$ cat src/led_command_frame_encoder_unit_defines.svh
// Assertion macros for the LED command frame encoder.
`ifndef LED_COMMAND_FRAME_ENCODER_UNIT_DEFINES_SVH
`define LED_COMMAND_FRAME_ENCODER_UNIT_DEFINES_SVH

`ifndef ASSERT_OFF
// check held off while reset is active
`define LCFE_ASSERT_RST(name, clk, rst_n, prop, msg) \
  name: assert property (@(posedge clk) disable iff (!rst_n) prop) else $error(msg);
// check that also holds during reset
`define LCFE_ASSERT_ALWAYS(name, clk, prop, msg) \
  name: assert property (@(posedge clk) prop) else $error(msg);
`else
`define LCFE_ASSERT_RST(name, clk, rst_n, prop, msg)
`define LCFE_ASSERT_ALWAYS(name, clk, prop, msg)
`endif

`endif

$ cat src/lcfe_pkg.sv
package lcfe_pkg;

  // frame framing bytes
  localparam logic [7:0] SYNC_HI = 8'h7A;
  localparam logic [7:0] SYNC_LO = 8'hA7;
  localparam logic [7:0] TAIL_HI = 8'hD3;
  localparam logic [7:0] TAIL_LO = 8'h3D;

  // request kinds
  localparam logic [3:0] MODE_BAY     = 4'd0;
  localparam logic [3:0] MODE_ALIVE   = 4'd1;
  localparam logic [3:0] MODE_STATE   = 4'd2;
  localparam logic [3:0] MODE_COLOR   = 4'd3;
  localparam logic [3:0] MODE_HEART   = 4'd4;
  localparam logic [3:0] MODE_CALIB   = 4'd5;
  localparam logic [3:0] MODE_COLL    = 4'd6;
  localparam logic [3:0] MODE_VERSION = 4'd7;
  localparam logic [3:0] MODE_CLEAN   = 4'd8;
  localparam logic [3:0] MODE_FACTORY = 4'd9;

  // device command codes
  localparam logic [7:0] CMD_BAY     = 8'h01;
  localparam logic [7:0] CMD_ALIVE   = 8'h12;
  localparam logic [7:0] CMD_STATE   = 8'h02;
  localparam logic [7:0] CMD_COLOR   = 8'h05;
  localparam logic [7:0] CMD_HEART   = 8'h10;
  localparam logic [7:0] CMD_CALIB   = 8'h07;
  localparam logic [7:0] CMD_COLL    = 8'h06;
  localparam logic [7:0] CMD_VERSION = 8'h08;
  localparam logic [7:0] CMD_CLEAN   = 8'h09;
  localparam logic [7:0] CMD_FACTORY = 8'h30;

  localparam logic [7:0] FACTORY_SUM  = 8'h37;
  localparam logic [7:0] FREQ_ANY     = 8'hFF;
  localparam logic [7:0] SEC_MAX      = 8'd59;
  localparam logic [7:0] MIN_MAX      = 8'd27;
  localparam logic [7:0] SEC_MAX_LAST = 8'd57;
  localparam int unsigned SEC_PER_MIN = 60;
  localparam int unsigned FREQ_SCALE  = 10;

  // sync(2) + len + code + checksum + tail(2)
  localparam int unsigned FRAME_OVERHEAD = 7;
  localparam int unsigned PAY_MAX        = 4;
  localparam int unsigned LEN_W          = 4;

  // descriptor queue between front and back
  localparam int unsigned QDEPTH = 2;
  localparam int unsigned QPTR_W = (QDEPTH > 1) ? $clog2(QDEPTH) : 1;
  localparam int unsigned QCNT_W = $clog2(QDEPTH + 1);

  typedef struct packed {
    logic                         err;
    logic [LEN_W-1:0]             len;
    logic [7:0]                   code;
    logic [PAY_MAX-1:0][7:0]      pay;
    logic [7:0]                   csum;
  } frame_t;

endpackage

$ cat src/lcfe_if.sv
interface lcfe_req_if;
  logic        valid;
  logic        ready;
  logic [3:0]  mode;
  logic [7:0]  buffer_room;
  logic [7:0]  first_arg;
  logic [7:0]  second_arg;
  logic [7:0]  third_arg;
  logic [7:0]  fourth_arg;
  logic [15:0] bay_colors;

  modport source (
    output valid, mode, buffer_room, first_arg, second_arg, third_arg, fourth_arg,
           bay_colors,
    input  ready
  );
  modport sink (
    input  valid, mode, buffer_room, first_arg, second_arg, third_arg, fourth_arg,
           bay_colors,
    output ready
  );
endinterface

interface lcfe_rsp_if;
  logic       valid;
  logic       ready;
  logic [7:0] out_byte;
  logic       last;
  logic       error;

  modport source (output valid, out_byte, last, error, input ready);
  modport sink (input valid, out_byte, last, error, output ready);
endinterface

$ cat src/lcfe_front.sv
module lcfe_front (
  lcfe_req_if.sink        req_i,
  input  logic            q_ready_i,
  output logic            push_o,
  output lcfe_pkg::frame_t desc_o
);
  import lcfe_pkg::*;

  logic [7:0]       a1, a2;
  logic [11:0]      per10;
  logic [15:0]      secs;
  logic [2:0]       npay;
  logic [LEN_W-1:0] len;
  logic             bad;
  logic [7:0]       code;
  logic [PAY_MAX-1:0][7:0] pay;
  logic [7:0]       sum;

  assign req_i.ready = q_ready_i;
  assign push_o      = req_i.valid && q_ready_i;

  assign a1    = req_i.first_arg;
  assign a2    = req_i.second_arg;
  assign per10 = 12'(a2) * 12'(FREQ_SCALE);
  assign secs  = 16'(a1) * 16'(SEC_PER_MIN) + 16'(a2);

  always_comb begin
    bad  = 1'b0;
    code = '0;
    pay  = '0;
    npay = '0;
    unique case (req_i.mode) inside
      MODE_BAY, MODE_ALIVE, MODE_STATE: begin
        code = (req_i.mode == MODE_BAY)   ? CMD_BAY :
               (req_i.mode == MODE_ALIVE) ? CMD_ALIVE : CMD_STATE;
        if (a2 == '0) bad = 1'b1;
        if ((12'(a1) > per10) && (a1 != FREQ_ANY)) bad = 1'b1;
        pay[0] = a1;
        pay[1] = a2;
        npay   = 3'd2;
      end
      MODE_COLOR: begin
        code = CMD_COLOR;
        for (int i = 0; i < 8; i++) begin
          if (req_i.bay_colors[2*i +: 2] == 2'b11) bad = 1'b1;
        end
        pay[0] = req_i.bay_colors[7:0];
        pay[1] = req_i.bay_colors[15:8];
        pay[2] = a1;
        npay   = 3'd3;
      end
      MODE_HEART: begin
        code = CMD_HEART;
        if ((a1 >= MIN_MAX) && (a2 > SEC_MAX_LAST)) bad = 1'b1;
        if (a2 > SEC_MAX) bad = 1'b1;
        if (a1 > MIN_MAX) bad = 1'b1;
        pay[0] = secs[15:8];
        pay[1] = secs[7:0];
        npay   = 3'd2;
      end
      MODE_CALIB:   code = CMD_CALIB;
      MODE_COLL: begin
        code   = CMD_COLL;
        pay[0] = a1;
        pay[1] = a2;
        pay[2] = req_i.third_arg;
        pay[3] = req_i.fourth_arg;
        npay   = 3'd4;
      end
      MODE_VERSION: code = CMD_VERSION;
      MODE_CLEAN:   code = CMD_CLEAN;
      MODE_FACTORY: code = CMD_FACTORY;
      default:      bad  = 1'b1;
    endcase
  end

  assign len = LEN_W'(FRAME_OVERHEAD) + LEN_W'(npay);

  // unused payload slots are zero, so all four go into the sum
  assign sum = (req_i.mode == MODE_FACTORY) ? FACTORY_SUM :
               8'(len) + code + pay[0] + pay[1] + pay[2] + pay[3];

  always_comb begin
    desc_o      = '0;
    desc_o.err  = bad || (req_i.buffer_room < 8'(len));
    desc_o.len  = len;
    desc_o.code = code;
    desc_o.pay  = pay;
    desc_o.csum = sum;
  end

endmodule

$ cat src/lcfe_fifo.sv
module lcfe_fifo (
  input  logic             clk_i,
  input  logic             rst_ni,
  input  logic             push_i,
  input  lcfe_pkg::frame_t push_desc_i,
  output logic             ready_o,
  output logic             valid_o,
  output lcfe_pkg::frame_t head_o,
  input  logic             pop_i
);
  import lcfe_pkg::*;

  frame_t              mem_q [QDEPTH];
  logic [QPTR_W-1:0]   wr_ptr_q, rd_ptr_q;
  logic [QCNT_W-1:0]   cnt_q;
  logic                do_push, do_pop;

  assign ready_o = (cnt_q != QCNT_W'(QDEPTH));
  assign valid_o = (cnt_q != '0);
  assign head_o  = mem_q[rd_ptr_q];
  assign do_push = push_i && ready_o;
  assign do_pop  = pop_i && valid_o;

  function automatic logic [QPTR_W-1:0] ptr_inc(input logic [QPTR_W-1:0] p);
    ptr_inc = (p == QPTR_W'(QDEPTH - 1)) ? '0 : p + QPTR_W'(1);
  endfunction

  always_ff @(posedge clk_i or negedge rst_ni) begin
    if (!rst_ni) begin
      wr_ptr_q <= '0;
      rd_ptr_q <= '0;
      cnt_q    <= '0;
    end else begin
      if (do_push) wr_ptr_q <= ptr_inc(wr_ptr_q);
      if (do_pop)  rd_ptr_q <= ptr_inc(rd_ptr_q);
      if (do_push && !do_pop)      cnt_q <= cnt_q + QCNT_W'(1);
      else if (do_pop && !do_push) cnt_q <= cnt_q - QCNT_W'(1);
    end
  end

  always_ff @(posedge clk_i) begin
    if (do_push) mem_q[wr_ptr_q] <= push_desc_i;
  end

endmodule

$ cat src/lcfe_back.sv
module lcfe_back (
  input  logic             clk_i,
  input  logic             rst_ni,
  input  logic             q_valid_i,
  input  lcfe_pkg::frame_t head_i,
  output logic             pop_o,
  lcfe_rsp_if.source       rsp_o
);
  import lcfe_pkg::*;

  logic             out_valid_q, out_valid_d;
  logic [7:0]       out_byte_q, out_byte_d;
  logic             out_last_q, out_last_d;
  logic             out_err_q, out_err_d;
  logic [LEN_W-1:0] idx_q, idx_d;
  logic [LEN_W-1:0] rel, npay;
  logic [7:0]       sel_byte;
  logic             is_last, load;

  assign npay = head_i.len - LEN_W'(FRAME_OVERHEAD);
  assign rel  = idx_q - LEN_W'(4);

  always_comb begin
    case (idx_q)
      LEN_W'(0): sel_byte = SYNC_HI;
      LEN_W'(1): sel_byte = SYNC_LO;
      LEN_W'(2): sel_byte = 8'(head_i.len);
      LEN_W'(3): sel_byte = head_i.code;
      default: begin
        if (rel < npay)                     sel_byte = head_i.pay[rel[1:0]];
        else if (rel == npay)               sel_byte = head_i.csum;
        else if (rel == npay + LEN_W'(1))   sel_byte = TAIL_HI;
        else                                sel_byte = TAIL_LO;
      end
    endcase
  end

  assign is_last = head_i.err || (idx_q == head_i.len - LEN_W'(1));
  assign load    = !out_valid_q || rsp_o.ready;
  assign pop_o   = load && q_valid_i && is_last;

  always_comb begin
    out_valid_d = out_valid_q;
    out_byte_d  = out_byte_q;
    out_last_d  = out_last_q;
    out_err_d   = out_err_q;
    idx_d       = idx_q;
    if (load) begin
      out_valid_d = q_valid_i;
      if (q_valid_i) begin
        out_byte_d = head_i.err ? 8'h00 : sel_byte;
        out_last_d = is_last;
        out_err_d  = head_i.err;
        idx_d      = is_last ? '0 : idx_q + LEN_W'(1);
      end
    end
  end

  always_ff @(posedge clk_i or negedge rst_ni) begin
    if (!rst_ni) begin
      out_valid_q <= 1'b0;
      idx_q       <= '0;
    end else begin
      out_valid_q <= out_valid_d;
      idx_q       <= idx_d;
    end
  end

  always_ff @(posedge clk_i) begin
    out_byte_q <= out_byte_d;
    out_last_q <= out_last_d;
    out_err_q  <= out_err_d;
  end

  assign rsp_o.valid    = out_valid_q;
  assign rsp_o.out_byte = out_byte_q;
  assign rsp_o.last     = out_last_q;
  assign rsp_o.error    = out_err_q;

endmodule

$ cat src/led_command_frame_encoder_unit.sv
// LED command frame encoder.
// req_i: one beat is one command request (mode, buffer_room, args, bay_colors).
// rsp_o: one beat is one frame byte; last marks the final byte of a frame.
//   A request that fails its checks gives one beat with error=1, last=1,
//   out_byte=0 and no frame.
// Frames are 7 to 11 bytes: 7A A7, length, code, payload, checksum, D3 3D.
// The first byte of a request's result goes through the queue write, then the
//   output register, before it is presented on rsp_o.
// Throughput: one result beat per cycle while rsp ready is high; a request costs
//   a beat per frame byte (one for an error); the back-end sequencer sets this.
// Requests are decoded on acceptance and wait as descriptors in a 2-entry
//   queue, so new requests are taken while a frame is still streaming out.
// Reset clears the queue and the output register; no frame is in flight after.
// When the receiver holds rsp ready low, the byte on rsp_o is held, the
//   sequencer stops, and req ready falls once the queue is full.
`include "led_command_frame_encoder_unit_defines.svh"

module led_command_frame_encoder_unit (
  input  logic        clk_i,
  input  logic        rst_ni,
  lcfe_req_if.sink    req_i,
  lcfe_rsp_if.source  rsp_o
);
  import lcfe_pkg::*;

  // front -> queue
  frame_t push_desc;
  logic   q_push;
  logic   q_ready;
  // queue -> back
  frame_t q_head;
  logic   q_valid;
  logic   q_pop;

  // decode and check the request, build the frame descriptor
  lcfe_front u_front (
    .req_i     (req_i),
    .q_ready_i (q_ready),
    .push_o    (q_push),
    .desc_o    (push_desc)
  );

  // short descriptor queue decoupling request intake from byte output
  lcfe_fifo u_fifo (
    .clk_i       (clk_i),
    .rst_ni      (rst_ni),
    .push_i      (q_push),
    .push_desc_i (push_desc),
    .ready_o     (q_ready),
    .valid_o     (q_valid),
    .head_o      (q_head),
    .pop_i       (q_pop)
  );

  // byte sequencer with registered output
  lcfe_back u_back (
    .clk_i     (clk_i),
    .rst_ni    (rst_ni),
    .q_valid_i (q_valid),
    .head_i    (q_head),
    .pop_o     (q_pop),
    .rsp_o     (rsp_o)
  );

  // a descriptor must not retire while its last beat is still stalled
  `LCFE_ASSERT_RST(a_no_pop_on_stall, clk_i, rst_ni, (rsp_o.valid && !rsp_o.ready) |-> !q_pop, "queue popped during output stall")
  // an error result is one zero beat that closes the request
  `LCFE_ASSERT_RST(a_err_beat, clk_i, rst_ni, (rsp_o.valid && rsp_o.error) |-> (rsp_o.last && rsp_o.out_byte == 8'h00), "malformed error beat")
  // every good frame ends with the closing tail byte
  `LCFE_ASSERT_RST(a_frame_tail, clk_i, rst_ni, (rsp_o.valid && rsp_o.last && !rsp_o.error) |-> (rsp_o.out_byte == TAIL_LO), "frame does not end in tail byte")

endmodule

$ cat src/flat_wrapper.sv
// flat-port wrapper written by rule: the top's interface ports become plain ports
module led_command_frame_encoder_unit_flat import lcfe_pkg::*;
  (clk_i, rst_ni, req_i_valid, req_i_mode, req_i_buffer_room, req_i_first_arg, req_i_second_arg, req_i_third_arg, req_i_fourth_arg, req_i_bay_colors, req_i_ready, rsp_o_valid, rsp_o_out_byte, rsp_o_last, rsp_o_error, rsp_o_ready);
  lcfe_req_if req_i_i ();
  lcfe_rsp_if rsp_o_i ();
  input  logic clk_i;
  input  logic rst_ni;
  input wire logic [$bits(req_i_i.valid)-1:0] req_i_valid;
  input wire logic [$bits(req_i_i.mode)-1:0] req_i_mode;
  input wire logic [$bits(req_i_i.buffer_room)-1:0] req_i_buffer_room;
  input wire logic [$bits(req_i_i.first_arg)-1:0] req_i_first_arg;
  input wire logic [$bits(req_i_i.second_arg)-1:0] req_i_second_arg;
  input wire logic [$bits(req_i_i.third_arg)-1:0] req_i_third_arg;
  input wire logic [$bits(req_i_i.fourth_arg)-1:0] req_i_fourth_arg;
  input wire logic [$bits(req_i_i.bay_colors)-1:0] req_i_bay_colors;
  output wire logic [$bits(req_i_i.ready)-1:0] req_i_ready;
  output wire logic [$bits(rsp_o_i.valid)-1:0] rsp_o_valid;
  output wire logic [$bits(rsp_o_i.out_byte)-1:0] rsp_o_out_byte;
  output wire logic [$bits(rsp_o_i.last)-1:0] rsp_o_last;
  output wire logic [$bits(rsp_o_i.error)-1:0] rsp_o_error;
  input wire logic [$bits(rsp_o_i.ready)-1:0] rsp_o_ready;
  assign req_i_i.valid = req_i_valid;
  assign req_i_i.mode = req_i_mode;
  assign req_i_i.buffer_room = req_i_buffer_room;
  assign req_i_i.first_arg = req_i_first_arg;
  assign req_i_i.second_arg = req_i_second_arg;
  assign req_i_i.third_arg = req_i_third_arg;
  assign req_i_i.fourth_arg = req_i_fourth_arg;
  assign req_i_i.bay_colors = req_i_bay_colors;
  assign req_i_ready = req_i_i.ready;
  assign rsp_o_valid = rsp_o_i.valid;
  assign rsp_o_out_byte = rsp_o_i.out_byte;
  assign rsp_o_last = rsp_o_i.last;
  assign rsp_o_error = rsp_o_i.error;
  assign rsp_o_i.ready = rsp_o_ready;
  led_command_frame_encoder_unit u_core (.clk_i(clk_i), .rst_ni(rst_ni), .req_i(req_i_i), .rsp_o(rsp_o_i));
endmodule
$ cat config.mk
export PLATFORM = sky130hd
export DESIGN_NAME = led_command_frame_encoder_unit_flat
export DESIGN_NICKNAME = d
export VERILOG_FILES = /design/src/lcfe_pkg.sv /design/src/lcfe_if.sv /design/src/lcfe_front.sv /design/src/lcfe_fifo.sv /design/src/lcfe_back.sv /design/src/led_command_frame_encoder_unit.sv /design/src/flat_wrapper.sv
export VERILOG_INCLUDE_DIRS = /design/src /design/src/src
export SDC_FILE = /design/constraint.sdc
export NUM_CORES = 1
export LEC_CHECK = 0
export ABC_AREA = 1
export CORE_MARGIN = 4
export CORE_UTILIZATION = 35
export CTS_BUF_LIST = sky130_fd_sc_hd__clkbuf_16
export CTS_CLUSTER_DIAMETER = 200
export DETAILED_ROUTE_END_ITERATION = 8
export DONT_BUFFER_PORTS = 1
export GPL_TIMING_DRIVEN = 0
export PLACE_DENSITY = 0.53
export SLEW_MARGIN = 20
export SYNTH_ARGS = -nofsm -noshare
export SYNTH_HDL_FRONTEND = slang
export SYNTH_SLANG_ARGS = --single-unit
$ cat constraint.sdc
create_clock -name clk_i -period 3.35 [get_ports clk_i]
set_clock_uncertainty 0.2 [all_clocks]
set_input_delay 0.1675 -clock clk_i [delete_from_list [all_inputs] [get_ports clk_i]]
set_output_delay 0.1675 -clock clk_i [all_outputs]
set_load 0.02 [all_outputs]
# == After elaboration in Yosys (flattened, before gate mapping) ==
# Memories as Yosys holds them, arrays and structs flattened.
# Cells that the tools add are included.
# Widths: inputs -> output; s select.
# totals
in_bits,64
output_inout_bits,12
mem_bits_rw,102
regBits,19
memories,1
# classes
eq_ne,25
muxes,35
magnitude_cmp,8
reduce_logical,25
multipliers,2
addsub,16
# mem_list
name,depth,width,rd,rd_ports_with_merged_regs,write_ports,line,text
u_core.u_fifo.mem_q,2,51,1,0,1,lcfe_fifo.sv:13,frame_t mem_q [QDEPTH];
# op_table
cell,n
$mux 8,6
$pmux 16 s3,1
$pmux 6 s8,1
$add 8x8->8,4
$pmux 8 s4,1
$mux 1,17
$bmux 8 s2,1
$eq 2x2->1 const B,8
$eq 4x2->1 const B,4
$eq 4x3->1 const B,4
$gt 8x6->1 const B,2
$pmux 8 s2,1
$add 14x8->15,1
$eq 4x4->1,3
$gt 8x12->1,1
$mul 8x4->12 const B,1
$mul 8x3->11 const B,1
$mux 5,2
$logic_and 1x1->1,9
$pmux 3 s3,1
$add 4x1->4 const B,2
$add 4x8->8,1
$eq 4x1->1 const B,2
$eq 4x4->1 const B,2
other kinds (25),35

# == Depth between registers and ports, before layout ==
# Gate-level depths: netlist (run 1).
# depth
ltp_word,11
mapped_depth,37
depth_no_buf,37

# == By module ==
# A second synthesis (run 1) with hierarchy kept.
# hier_totals
cells_unflattened,1081
hier_area_um2,9302.7
# modules_own_cells
module,cells_per_inst,n_inst,area_per_inst_um2
lcfe_fifo,305,1,4110.2
lcfe_front,558,1,3664.8
lcfe_back,218,1,1527.7

# == Worst setup path before layout (run 1) ==
# OpenSTA, ideal clock, no wires.
# synth_timing
path_kind,input to register
start,input port req_i_first_arg[3]
end,memory u_core.u_fifo.mem_q[0][7] (netlist bit) (data pin)
path_stages,33
path_slack_ns,-2.923
t_arrival_ns,5.816
required_ns,2.893
cell_sequence,inv_1 -> fa_1 -> fa_1 -> inv_1 -> ha_1 -> a21oi_1 -> nand2_1 -> xor2_1 -> ha_1 -> inv_1 -> a21oi_1 -> o21ai_0 -> nor2_1 -> nand3_1 -> nand3_1 -> nand3_1 -> fa_1 -> fa_1 -> inv_1 -> fa_1 -> inv_1 -> ha_1 -> a21o_1 -> nand2_1 -> nand2_1 -> nor2_1 -> nand3_1 -> nand2_1 -> inv_1 -> nand2_1 -> nand3_1 -> nand2_1 -> nor2_1
# synth_rtl
item,line,text
"start, declared",flat_wrapper.sv:11,input wire logic [$bits(req_i_i.first_arg)-1:0] req_i_first_arg;
"end, declared",lcfe_fifo.sv:13,

==> results of run 1 <==
==> worst min-delay path by stage <==
stage	end	slack, ns
global placement	u_core.u_fifo.cnt_q[0]$_DFFE_PN0P_	-0.33
detailed placement	u_core.u_fifo.cnt_q[0]$_DFFE_PN0P_	-0.33
CTS	u_core.u_fifo.mem_q[1][14]$_DFFE_PP_	-0.18
finish	u_core.u_fifo.mem_q[1][14]$_DFFE_PP_	-0.16
floorplan	u_core.u_back.idx_q[0]$_DFFE_PN0P_	-0.33
global route	u_core.u_fifo.mem_q[1][14]$_DFFE_PP_	-0.16
==> metrics by stage <==
stage          utilization (%)  area, sq um  instances  total power [W]  setup TNS, ns
2_1_floorplan                -         8720        939          0.00509         -35.70
3_3_place_gp              37.6         9120       1263          0.00614         -79.16
3_5_place_dp              38.1         9240       1267          0.00626         -49.53
4_1_cts                   43.4        10500       1351          0.00860         -30.66
5_1_grt                   44.7        10800       1367          0.00962         -36.04
6_report                  44.7        10800       1367          0.00894         -32.51
==> repair_timing <==
action / 4_1_cts / 5_1_grt
gates resized for setup: 44 / 54
endpoints found under the setup margin: 29 / 39
gates cloned: 1 / 0
setup buffers: 21 / 20
hold endpoints to repair: 67 / 6
pin swaps: 31 / 42
==> synthesized netlist by cell type, drive strengths merged, types with 11 or more instances <==
| library cell | instances | area, sq um |
|---|---|---|
| buf | 11 | 63.8 |
| o21ai | 72 | 360 |
| nand3 | 48 | 245 |
| ha | 73 | 913 |
| xor2 | 17 | 149 |
| edfxtp | 112 | 3360 |
| fa | 38 | 761 |
| nor2 | 93 | 357 |
| a21oi | 37 | 193 |
| inv | 158 | 598 |
| o221ai | 15 | 131 |
| nand2 | 172 | 668 |
| nand4 | 13 | 96.3 |
==> power by group <==
part           total, W  switching [W]  internal, W
Combinational   0.00442        0.00279      0.00164
Clock           0.00204       0.000658      0.00138
Sequential      0.00247       0.000236      0.00224
Total           0.00894        0.00368      0.00525
==> layout make-up <==
type / count / area, sq um
Clock buffer: 17 / 425
Inverter: 159 / 622
Timing Repair inverter: 1 / 5.00
Timing Repair Buffer: 72 / 722
Tap cell: 324 / 405
Fill cell: 2385 / 13400
Sequential cell: 121 / 3590
Multi-Input combinational cell: 639 / 4740
Buffer: 19 / 97.6
Clock inverter: 15 / 231
==> metal layers <==
| metal | up-vias | routed length [um] |
|---|---|---|
| met5 | - | 0 |
| met3 | 27 | 1400 |
| met4 | 0 | 429 |
| li1 | 3342 | - |
| met2 | 160 | 12100 |
| met1 | 3260 | 10700 |
==> critical path, cell delays in order <==
cell                      delay [ns]
sky130_fd_sc_hd__fa_2           0.47
sky130_fd_sc_hd__fa_1           0.59
sky130_fd_sc_hd__inv_2          0.05
sky130_fd_sc_hd__fa_2           0.52
sky130_fd_sc_hd__inv_2          0.04
sky130_fd_sc_hd__ha_4           0.28
sky130_fd_sc_hd__buf_6          0.10
sky130_fd_sc_hd__nand2_4        0.05
sky130_fd_sc_hd__o21ai_4        0.14
sky130_fd_sc_hd__nand2_2        0.07
sky130_fd_sc_hd__a21oi_2        0.15
sky130_fd_sc_hd__o21ai_2        0.09
sky130_fd_sc_hd__o21ai_1        0.15
sky130_fd_sc_hd__nand2_2        0.09
sky130_fd_sc_hd__a21oi_4        0.19
sky130_fd_sc_hd__fa_1           0.45
sky130_fd_sc_hd__fa_1           0.53
sky130_fd_sc_hd__fa_1           0.43
sky130_fd_sc_hd__inv_2          0.09
sky130_fd_sc_hd__ha_4           0.16
sky130_fd_sc_hd__inv_4          0.04
sky130_fd_sc_hd__fa_2           0.40
sky130_fd_sc_hd__nor2_2         0.13
sky130_fd_sc_hd__nor2_1         0.05
sky130_fd_sc_hd__nor2_1         0.08
sky130_fd_sc_hd__nor2_1         0.05
sky130_fd_sc_hd__xor2_1         0.20
sky130_fd_sc_hd__nor2_1         0.09
==> flip-flops by register name, indices dropped and copies added (netlist names) <==
name and cells:
u_core.u_fifo.mem_q 102, u_core.u_back.rsp_o.out_byte 8, u_core.u_back.idx_q 4, u_core.u_fifo.cnt_q 2, u_core.u_back.rsp_o.error 1, u_core.u_back.rsp_o.last 1
u_core.u_back.rsp_o.valid 1, u_core.u_fifo.rd_ptr_q 1, u_core.u_fifo.wr_ptr_q 1
==> kinds of logic after synthesis <==
family,after synthesis,synth area share (%)
fa+ha+maj,111,19.4
simple gates,345,17.2
buf+inv,179,8.12
flops,121,41.7
xor+xnor,21,2.22
compound gates,162,11.3
==> placed cells by master, fill, tap and decap left out, types with 4 or more instances in the layout <==
cell                            synthesis  layout
sky130_fd_sc_hd__nand2_1              165     147
sky130_fd_sc_hd__inv_1                150     132
sky130_fd_sc_hd__edfxtp_1             112     112
sky130_fd_sc_hd__nor2_1                92      83
sky130_fd_sc_hd__o21ai_0               70      66
sky130_fd_sc_hd__ha_1                  73      65
sky130_fd_sc_hd__nand3_1               47      40
sky130_fd_sc_hd__buf_4                  1      33
sky130_fd_sc_hd__dlygate4sd3_1          0      31
sky130_fd_sc_hd__fa_1                  38      30
sky130_fd_sc_hd__a21oi_1               35      26
sky130_fd_sc_hd__nand2_2                6      20
sky130_fd_sc_hd__inv_2                  6      19
sky130_fd_sc_hd__clkbuf_16              0      17
sky130_fd_sc_hd__xor2_1                17      16
sky130_fd_sc_hd__o221ai_1              15      13
sky130_fd_sc_hd__nand4_1               12      12
sky130_fd_sc_hd__buf_2                  9       9
sky130_fd_sc_hd__o22ai_1                8       8
sky130_fd_sc_hd__fa_2                   0       8
sky130_fd_sc_hd__dfrtp_1                9       8
sky130_fd_sc_hd__clkbuf_1               9       7
sky130_fd_sc_hd__nor2_4                 1       7
sky130_fd_sc_hd__nand3_2                1       7
sky130_fd_sc_hd__o211ai_1               7       7
sky130_fd_sc_hd__ha_4                   0       7
sky130_fd_sc_hd__a21oi_2                2       6
sky130_fd_sc_hd__buf_6                  1       6
sky130_fd_sc_hd__bufinv_16              0       6
sky130_fd_sc_hd__nand2_4                1       5
sky130_fd_sc_hd__a21oi_4                0       5
sky130_fd_sc_hd__a22oi_1                5       5
sky130_fd_sc_hd__clkinvlp_4             0       5
sky130_fd_sc_hd__nor3_1                 7       5
sky130_fd_sc_hd__or2_2                  6       5
sky130_fd_sc_hd__inv_4                  2       4
sky130_fd_sc_hd__a31oi_1                4       4
==> reports/qor.txt, run 1 <==
==================================================================================
Layout cells sized above 1                                                   19.5%
Failing checks                                                        hold timing, setup timing
Maximum vdd drop                                                        0.000466 V
Synthesized netlist cell count                                                 939
Worst Path Arrival                                                         5.87 ns
Yosys warns                                                                      0
Diodes inserted                                                                  0
Clock-pin slew on the worst setup and hold paths                           0.06 ns
Crit path launch type                                                    input pin
Placeable core region                                                  24200 sq um
Maximum number of pins on one net before global-route repair                    23
Net Count, Synth                                                              1114
Core Rows                                                                       57
Number of enable-type register cells in the synthesized netlist                112
Unrepaired setup endpoints after global routing                                yes
Root buffer cell                                                      sky130_fd_sc_hd__clkbuf_16
Minimum setup slack after placement                                       -3.22 ns
# DRC                                                                            0
Met3 Usage GRT                                                               5.04%
Number of distinct library cells after synthesis                                49
Starting DRC count in detailed routing                                         483
Yosys reg bits                                                                 121
Routed via count divided by cell count                                        4.97
# IOs                                                                           76
Routed WL                                                                 24700 um
Critical Path Start                                                   req_i_first_arg[2]
Capturing element type of the critical path                              flip-flop
GRT met1 Usage                                                               24.1%
Termination of the worst setup path                                   u_core.u_fifo.mem_q[0][6]$_DFFE_PP_
Maximum fanout encountered on the critical timing path                           6
Final cycle utilization of the critical path                                  177%
Insertion delay to the later sink of the worst-skew pair                   0.42 ns
Aggregate global routing overflow                                                0
Share of synthesized area occupied by flip-flops and latches                 41.7%
Lkg Pwr                                                                    4.70 nW
Depth of the CTS H-tree                                                          4
Number of stages on the worst hold path                                          2
Maximum count of clock buffers along a single path                               2
Final Max Slew Viols                                                             0
Start-to-end type of the worst setup path                             input pin to flip-flop
Actual transition at the worst max-transition pin                          1.02 ns
GRT Max-Usage Layer                                                           met2
Post-layout minimum cycle time                                             5.94 ns
Rel. slew slack                                                              31.3%
Placer's final routability congestion estimate                               0.887
Clock Sink Count                                                               121
Cell area after synthesis                                               8610 sq um
Setup violations, final                                                         16
Hold path startpoint                                                  req_i_first_arg[6]
Wire length per cell                                                       18.0 um
Final layout net count                                                        1205
Final Hold Slack                                                         -0.164 ns
Endpoint of the most critical register-to-register path               u_core.u_back.rsp_o.out_byte[3]$_SDFFCE_PP0P_
Post-DP HPWL                                                              19000 um
Reg2Reg Depth                                                                   16
Port-buffer cells                                                                0
Die X                                                                       165 um
Remaining number of nets flagged by the antenna check after routing              0
Starting utilization of the core area                                        35.5%
First drt pass iteration count                                                   6
Setup slack after layout                                                  -2.59 ns
Data required time at the worst endpoint                                   3.27 ns
First-pass GRT wire length                                                38800 um
Cell Pwr Density                                                       824 nW/um^2
Avg Inst Size Synth                                                     9.17 sq um
Minimum setup slack among reg-to-reg paths                                 0.22 ns
Cts hold-fix bufs                                                               31
Antenna violations before repair                                                 0
Share of async-settable or async-resettable flops after synthesis            7.44%
Outcome                                                               complete, but fails checks
Fmax achieved                                                              168 MHz
Final Hold Viols                                                                10
Vias in the first global route                                                6937
Routed via count                                                              6789
Die Area                                                               27200 sq um
Clock buffer count from CTS                                                     17
CTS tree                                                                      done
Post-synth top flop                                                   sky130_fd_sc_hd__edfxtp_1
Area growth from synthesis to layout                                         25.9%
Met2 global-route usage                                                      32.2%
# Max-Cap Violations                                                             0
Y dimension of the die                                                      165 um
Worst hold path type                                                  input pin to flip-flop
Overall track demand over capacity in global routing                         19.0%
Reg2Reg Launch Point                                                  u_core.u_fifo.rd_ptr_q$_DFFE_PN0P_
==================================================================================
Power figures use the tool's default switching activity.
==> run 2: changes to the inputs <==
Settings changed: SETUP_SLACK_MARGIN set to 0.15.
==> reports/qor.txt, run 2 (synthesis results as in run 1) <==
==================================================================================
# Max-Cap Violations                                                             0
Share of total power in the clock network                                    21.5%
Diodes inserted                                                                  0
Antenna violations before repair                                                 0
Data required time at the worst endpoint                                   3.32 ns
Clock Sink Count                                                               121
Post-layout minimum cycle time                                             5.86 ns
Vias in the first global route                                                6901
Worst Path Arrival                                                         5.82 ns
Met3 wire length                                                           1370 um
Die X                                                                       165 um
Starting utilization of the core area                                        35.5%
Share of total power in sequential cells                                     27.2%
Power Internal                                                           0.00530 W
Worst hold path type                                                  input pin to flip-flop
Reg2Reg Launch Point                                                  u_core.u_fifo.rd_ptr_q$_DFFE_PN0P_
Placeable core region                                                  24200 sq um
Clock-pin slew on the worst setup and hold paths                           0.05 ns
Setup slack after layout                                                  -2.51 ns
Setup violations, final                                                         18
Switching pwr                                                            0.00374 W
Rel. slew slack                                                              34.9%
Met2 Routed Length                                                        12200 um
Actual transition at the worst max-transition pin                         0.966 ns
Depth of the CTS H-tree                                                          4
Cts hold-fix bufs                                                               29
Placer's final routability congestion estimate                               0.881
Core Rows                                                                       57
Maximum fanout encountered on the critical timing path                           6
Number of stages on the worst hold path                                          2
Area growth from synthesis to layout                                         25.9%
Y dimension of the die                                                      165 um
Termination of the worst setup path                                   u_core.u_fifo.mem_q[0][7]$_DFFE_PP_
Core Util, Final                                                             44.7%
Lkg Pwr                                                                    4.70 nW
First-pass GRT wire length                                                39000 um
Remaining number of nets flagged by the antenna check after routing              0
Routed WL                                                                 24900 um
Outcome                                                               complete, but fails checks
Final Non-Filler Cells                                                        1371
Aggregate global routing overflow                                                0
Cell with the largest stage delay on the worst path                   sky130_fd_sc_hd__fa_2
Net switching fraction of the power                                          41.4%
Clock buffer count from CTS                                                     17
Root buffer cell                                                      sky130_fd_sc_hd__clkbuf_16
Minimum setup slack among reg-to-reg paths                                 0.31 ns
Cell repeated most along the worst path                               sky130_fd_sc_hd__nand2_2
Met1 routed wirelength after detailed routing                             10800 um
Endpoint of the most critical register-to-register path               u_core.u_back.rsp_o.out_byte[3]$_SDFFCE_PP0P_
Largest register FFs                                                           102
Routed via count                                                              6947
Maximum count of clock buffers along a single path                               2
Maximum vdd drop                                                        0.000426 V
Final cycle utilization of the critical path                                  175%
Largest stage delay on the critical path                                   0.63 ns
First drt pass iteration count                                                   8
Insertion delay to the later sink of the worst-skew pair                   0.42 ns
CTS tree                                                                      done
Starting DRC count in detailed routing                                         499
Register with the most flip-flops                                     u_core.u_fifo.mem_q
Logic pwr share                                                              51.3%
Port-buffer cells                                                                0
Commonest cells after routing, fill and taps aside                    sky130_fd_sc_hd__nand2_1 (146), sky130_fd_sc_hd__inv_1 (133), sky130_fd_sc_hd__edfxtp_1 (112), sky130_fd_sc_hd__nor2_1 (84), sky130_fd_sc_hd__o21ai_0 (65)
Wire length per cell                                                       18.2 um
Fmax achieved                                                              171 MHz
Final Hold Viols                                                                 6
# DRC                                                                            0
Die Area                                                               27200 sq um
Final Hold Slack                                                         -0.155 ns
Commonest non-fill, non-tap cell in the layout                        sky130_fd_sc_hd__nand2_1
# IOs                                                                           76
Failing checks                                                        hold timing, setup timing
Final layout net count                                                        1209
Top layer in use                                                              met4
Maximum number of pins on one net before global-route repair                    25
Critical Path Start                                                   req_i_first_arg[2]
Overall track demand over capacity in global routing                         19.1%
Final Max Slew Viols                                                             0
Hold path startpoint                                                  req_i_first_arg[6]
Start-to-end type of the worst setup path                             input pin to flip-flop
Cell Pwr Density                                                       833 nW/um^2
Capturing element type of the critical path                              flip-flop
Reg2Reg Depth                                                                   16
DP Cell Count                                                                 1267
Unrepaired setup endpoints after global routing                                yes
Layout cells sized above 1                                                   19.6%
Post-DP HPWL                                                              19100 um
Routed via count divided by cell count                                        5.07
Crit path launch type                                                    input pin
==================================================================================
==> run 2: changes by cell type in the layout (fill, tap and decap cells not counted), moves of 2 or more <==
cell | before | now
sky130_fd_sc_hd__ha_1 | 65 | 63
sky130_fd_sc_hd__nand3_1 | 40 | 43
sky130_fd_sc_hd__nand3_2 | 7 | 4
sky130_fd_sc_hd__nor3_2 | 2 | 0
sky130_fd_sc_hd__ha_4 | 7 | 10
sky130_fd_sc_hd__dlygate4sd3_1 | 31 | 29
sky130_fd_sc_hd__buf_4 | 33 | 39
sky130_fd_sc_hd__a21oi_4 | 5 | 3
sky130_fd_sc_hd__nor3_4 | 1 | 3
sky130_fd_sc_hd__clkinvlp_4 | 5 | 7
sky130_fd_sc_hd__nor2_4 | 7 | 5
sky130_fd_sc_hd__clkinv_1 | 3 | 5
sky130_fd_sc_hd__o21ai_2 | 2 | 4
==> run 2: worst min path at each step <==
stage                                      endpoint  slack, ns
2_1_floorplan    u_core.u_back.idx_q[0]$_DFFE_PN0P_      -0.33
5_1_grt        u_core.u_fifo.mem_q[0][14]$_DFFE_PP_      -0.15
3_3_place_gp     u_core.u_fifo.cnt_q[1]$_DFFE_PN0P_      -0.33
4_1_cts        u_core.u_fifo.mem_q[1][14]$_DFFE_PP_      -0.18
6_report       u_core.u_fifo.mem_q[1][14]$_DFFE_PP_      -0.15
3_5_place_dp     u_core.u_fifo.cnt_q[1]$_DFFE_PN0P_      -0.33
==> run 2: cell type report <==
cell class	instances	area, sq um
flip-flops and latches	121	3590
fillers	2386	13400
well taps	324	405
clock inverters	15	206
inverters	159	619
repair buffers	76	727
plain buffers	20	113
multi-input cells	639	4760
clock buffers	17	425
==> run 2: worst max-delay path: cells and delay by family <==
family | cells | cell delay (ns)
buffers and inverters | 5 | 0.28
adder cells (fa/ha/maj) | 8 | 3.68
AO/OA/AOI/OAI | 3 | 0.35
AND/OR/NAND/NOR | 15 | 1.17
XOR/XNOR | 1 | 0.15
==> run 2: what timing repair did <==
action | in CTS | in global routing
resized for setup | 52 | 44
endpoints found under the hold margin | 63 | 6
pin swaps | 29 | 37
setup buffers | 28 | 16
endpoints found under the setup margin | 34 | 40
==> run 2: metal layers <==
metal / GRT usage (%) / vias up
met2: 32.7 / 189
met3: 4.09 / 43
met4: 5.71 / 0
li1: - / 3362
met1: 24.2 / 3353
met5: 0 / -
==> run 2: stage by stage <==
step / area [sq um] / TNS, ns / power [W] / hold slack [ns] / worst slack (ns)
after floorplan: 8720 / -35.70 / 0.00509 / -0.328 / -2.65
after global placement: 9120 / -77.62 / 0.00614 / -0.328 / -3.21
after detailed placement: 9230 / -48.96 / 0.00627 / -0.328 / -3.17
after CTS: 10600 / -30.95 / 0.00867 / -0.180 / -2.41
after global routing: 10800 / -37.16 / 0.00970 / -0.152 / -2.81
final: 10800 / -32.85 / 0.00904 / -0.155 / -2.51
==> run 2: power by group through the flow <==
| stage | Clock (W) | Combinational, W | Sequential (W) |
|---|---|---|---|
| floorplan | 0 | 0.00264 | 0.00246 |
| global placement | 0 | 0.00362 | 0.00252 |
| detailed placement | 0 | 0.00377 | 0.00250 |
| global route | 0.00204 | 0.00516 | 0.00250 |
| CTS | 0.00197 | 0.00423 | 0.00247 |
| finish | 0.00194 | 0.00463 | 0.00246 |
==> run 3: changes to the inputs <==
Settings changed: PLACE_DENSITY 0.53 to unset.
==> reports/qor.txt, run 3 (synthesis results as in run 1) <==
==================================================================================
Area growth from synthesis to layout                                         25.1%
Worst hold path type                                                  input pin to flip-flop
Port-buffer cells                                                                0
Delay-heaviest family, CP                                              adder cells
Unrepaired setup endpoints after global routing                                yes
Remaining number of nets flagged by the antenna check after routing              0
Endpoint of the most critical register-to-register path               u_core.u_back.rsp_o.out_byte[2]$_SDFFCE_PP0P_
Y dimension of the die                                                      165 um
Clock Sink Count                                                               121
Placer's final routability congestion estimate                               0.884
Die Area                                                               27200 sq um
Layout cells sized above 1                                                   19.2%
Worst Path Arrival                                                         6.03 ns
Failing checks                                                        hold timing, setup timing
Start-to-end type of the worst setup path                             input pin to flip-flop
Core Rows                                                                       57
Maximum count of clock buffers along a single path                               2
Outcome                                                               complete, but fails checks
Routed via count                                                              6963
Critical Path Start                                                   req_i_first_arg[0]
First-pass GRT wire length                                                37700 um
Hold path startpoint                                                  req_i_second_arg[6]
Clock-pin slew on the worst setup and hold paths                           0.05 ns
Lkg Pwr                                                                    4.64 nW
Actual transition at the worst max-transition pin                          1.01 ns
Total non-filler cell area in the finished layout                      10800 sq um
Setup violations, final                                                         20
Multi-input gate area                                                   4750 sq um
Reg2Reg Launch Point                                                  u_core.u_fifo.rd_ptr_q$_DFFE_PN0P_
Final Non-Filler Cells                                                        1366
Crit path launch type                                                    input pin
Die X                                                                       165 um
Cell with the largest stage delay on the worst path                   sky130_fd_sc_hd__fa_1
Final cycle utilization of the critical path                                  181%
Final layout net count                                                        1203
Starting utilization of the core area                                        35.5%
Data required time at the worst endpoint                                   3.33 ns
Antenna violations before repair                                                 1
Placeable core region                                                  24200 sq um
Minimum setup slack among reg-to-reg paths                                 0.34 ns
Cts hold-fix bufs                                                               30
Commonest non-fill, non-tap cell in the layout                        sky130_fd_sc_hd__nand2_1
Sum of buffers and inverters on the critical path                                6
Overall track demand over capacity in global routing                         18.4%
Minimum setup slack after placement                                       -3.18 ns
Largest stage delay on the critical path                                   0.59 ns
Worst min-delay path endpoint                                         u_core.u_fifo.mem_q[0][22]$_DFFE_PP_
Wire length per cell                                                       18.2 um
Maximum number of pins on one net before global-route repair                    24
Commonest cells after routing, fill and taps aside                    sky130_fd_sc_hd__nand2_1 (149), sky130_fd_sc_hd__inv_1 (132), sky130_fd_sc_hd__edfxtp_1 (112), sky130_fd_sc_hd__nor2_1 (84), sky130_fd_sc_hd__o21ai_0 (66)
CTS tree                                                                      done
Root buffer cell                                                      sky130_fd_sc_hd__clkbuf_16
Routed via count divided by cell count                                        5.10
Final Hold Slack                                                         -0.132 ns
Maximum fanout encountered on the critical timing path                           4
Largest register FFs                                                           102
Routed WL                                                                 24800 um
Insertion delay to the later sink of the worst-skew pair                   0.43 ns
Clock buffer count from CTS                                                     17
Final Hold Viols                                                                10
# IOs                                                                           76
# Max-Cap Violations                                                             0
Placed inst area                                                        9240 sq um
Post-layout minimum cycle time                                             6.05 ns
Number of stages on the worst hold path                                          2
First drt pass iteration count                                                   7
Final Max Slew Viols                                                             0
Capturing element type of the critical path                              flip-flop
Reg2Reg Depth                                                                   18
Area used by sequential logic in the layout                             3590 sq um
Vias in the first global route                                                6942
DP Cell Count                                                                 1267
Setup slack after layout                                                  -2.70 ns
Cell Pwr Density                                                       816 nW/um^2
Starting DRC count in detailed routing                                         467
Fmax achieved                                                              165 MHz
# DRC                                                                            0
Aggregate global routing overflow                                                0
Post-DP HPWL                                                              18500 um
Register with the most flip-flops                                     u_core.u_fifo.mem_q
Maximum vdd drop                                                        0.000450 V
Depth of the CTS H-tree                                                          4
Number of fill cells in the layout                                            2300
Rel. slew slack                                                              32.2%
==================================================================================
## run 3: cell type report
cell class                 instances  share of cell area, %
timing repair inverter             1                 0.0465
inverter                         159                   5.75
multi-input combinational        639                   44.1
antenna                            1                 0.0232
clock inverter                    15                   1.64
tap                              324                   3.77
timing repair buffer              69                   6.32
buffer                            20                   1.01
clock buffer                      17                   3.95
sequential                       121                   33.3
## run 3: stage by stage
stage,TNS (ns),utilization (%),total power [W]
6_report,-33.46,44.4,0.00879
5_1_grt,-37.05,44.4,0.00942
4_1_cts,-29.58,43.1,0.00840
3_5_place_dp,-48.67,38.1,0.00623
3_3_place_gp,-71.34,37.6,0.00606
2_1_floorplan,-35.70,-,0.00509
## run 3: repair_timing
action	in CTS	in global routing
gates resized for setup	35	57
setup endpoints to repair	38	41
cloned	1	1
pin swaps	40	38
buffers inserted	22	12
endpoints found under the hold margin	69	10
## run 3: worst max-delay path by stage
stage | end | slack [ns] | cells past startpoint
6_report | u_core.u_fifo.mem_q[1][7]$_DFFE_PP_ | -2.70 | 32
5_1_grt | u_core.u_fifo.mem_q[1][7]$_DFFE_PP_ | -2.90 | 34
4_1_cts | u_core.u_fifo.mem_q[1][6]$_DFFE_PP_ | -2.46 | 28
3_5_place_dp | u_core.u_fifo.mem_q[0][6]$_DFFE_PP_ | -3.18 | 27
3_3_place_gp | u_core.u_fifo.mem_q[0][6]$_DFFE_PP_ | -3.16 | 27
2_1_floorplan | u_core.u_fifo.mem_q[0][7]$_DFFE_PP_ | -2.65 | 32
## run 3: worst reg2reg max path, delay by kind of cell (launching register included)
kind / cells / cell delay [ns]
AO/OA/AOI/OAI: 3 / 0.52
adder cells (fa/ha/maj): 2 / 0.50
buffers and inverters: 6 / 0.57
flip-flops: 1 / 0.33
AND/OR/NAND/NOR: 7 / 0.73
## run 3: report_power, final
| group | total [W] | internal (W) | switching [W] | leakage [nW] |
|---|---|---|---|---|
| Clock | 0.00185 | 0.00117 | 0.000687 | 0.279 |
| Sequential | 0.00247 | 0.00224 | 0.000229 | 1.18 |
| Combinational | 0.00447 | 0.00165 | 0.00282 | 3.18 |
## run 3: layer usage
layer,global-route usage (%),vias to the layer above,wire length [um]
met5,0,-,0
met4,5.94,0,667
met3,5.37,42,1990
met2,30.5,226,11900
met1,23.0,3354,10300
li1,-,3341,-
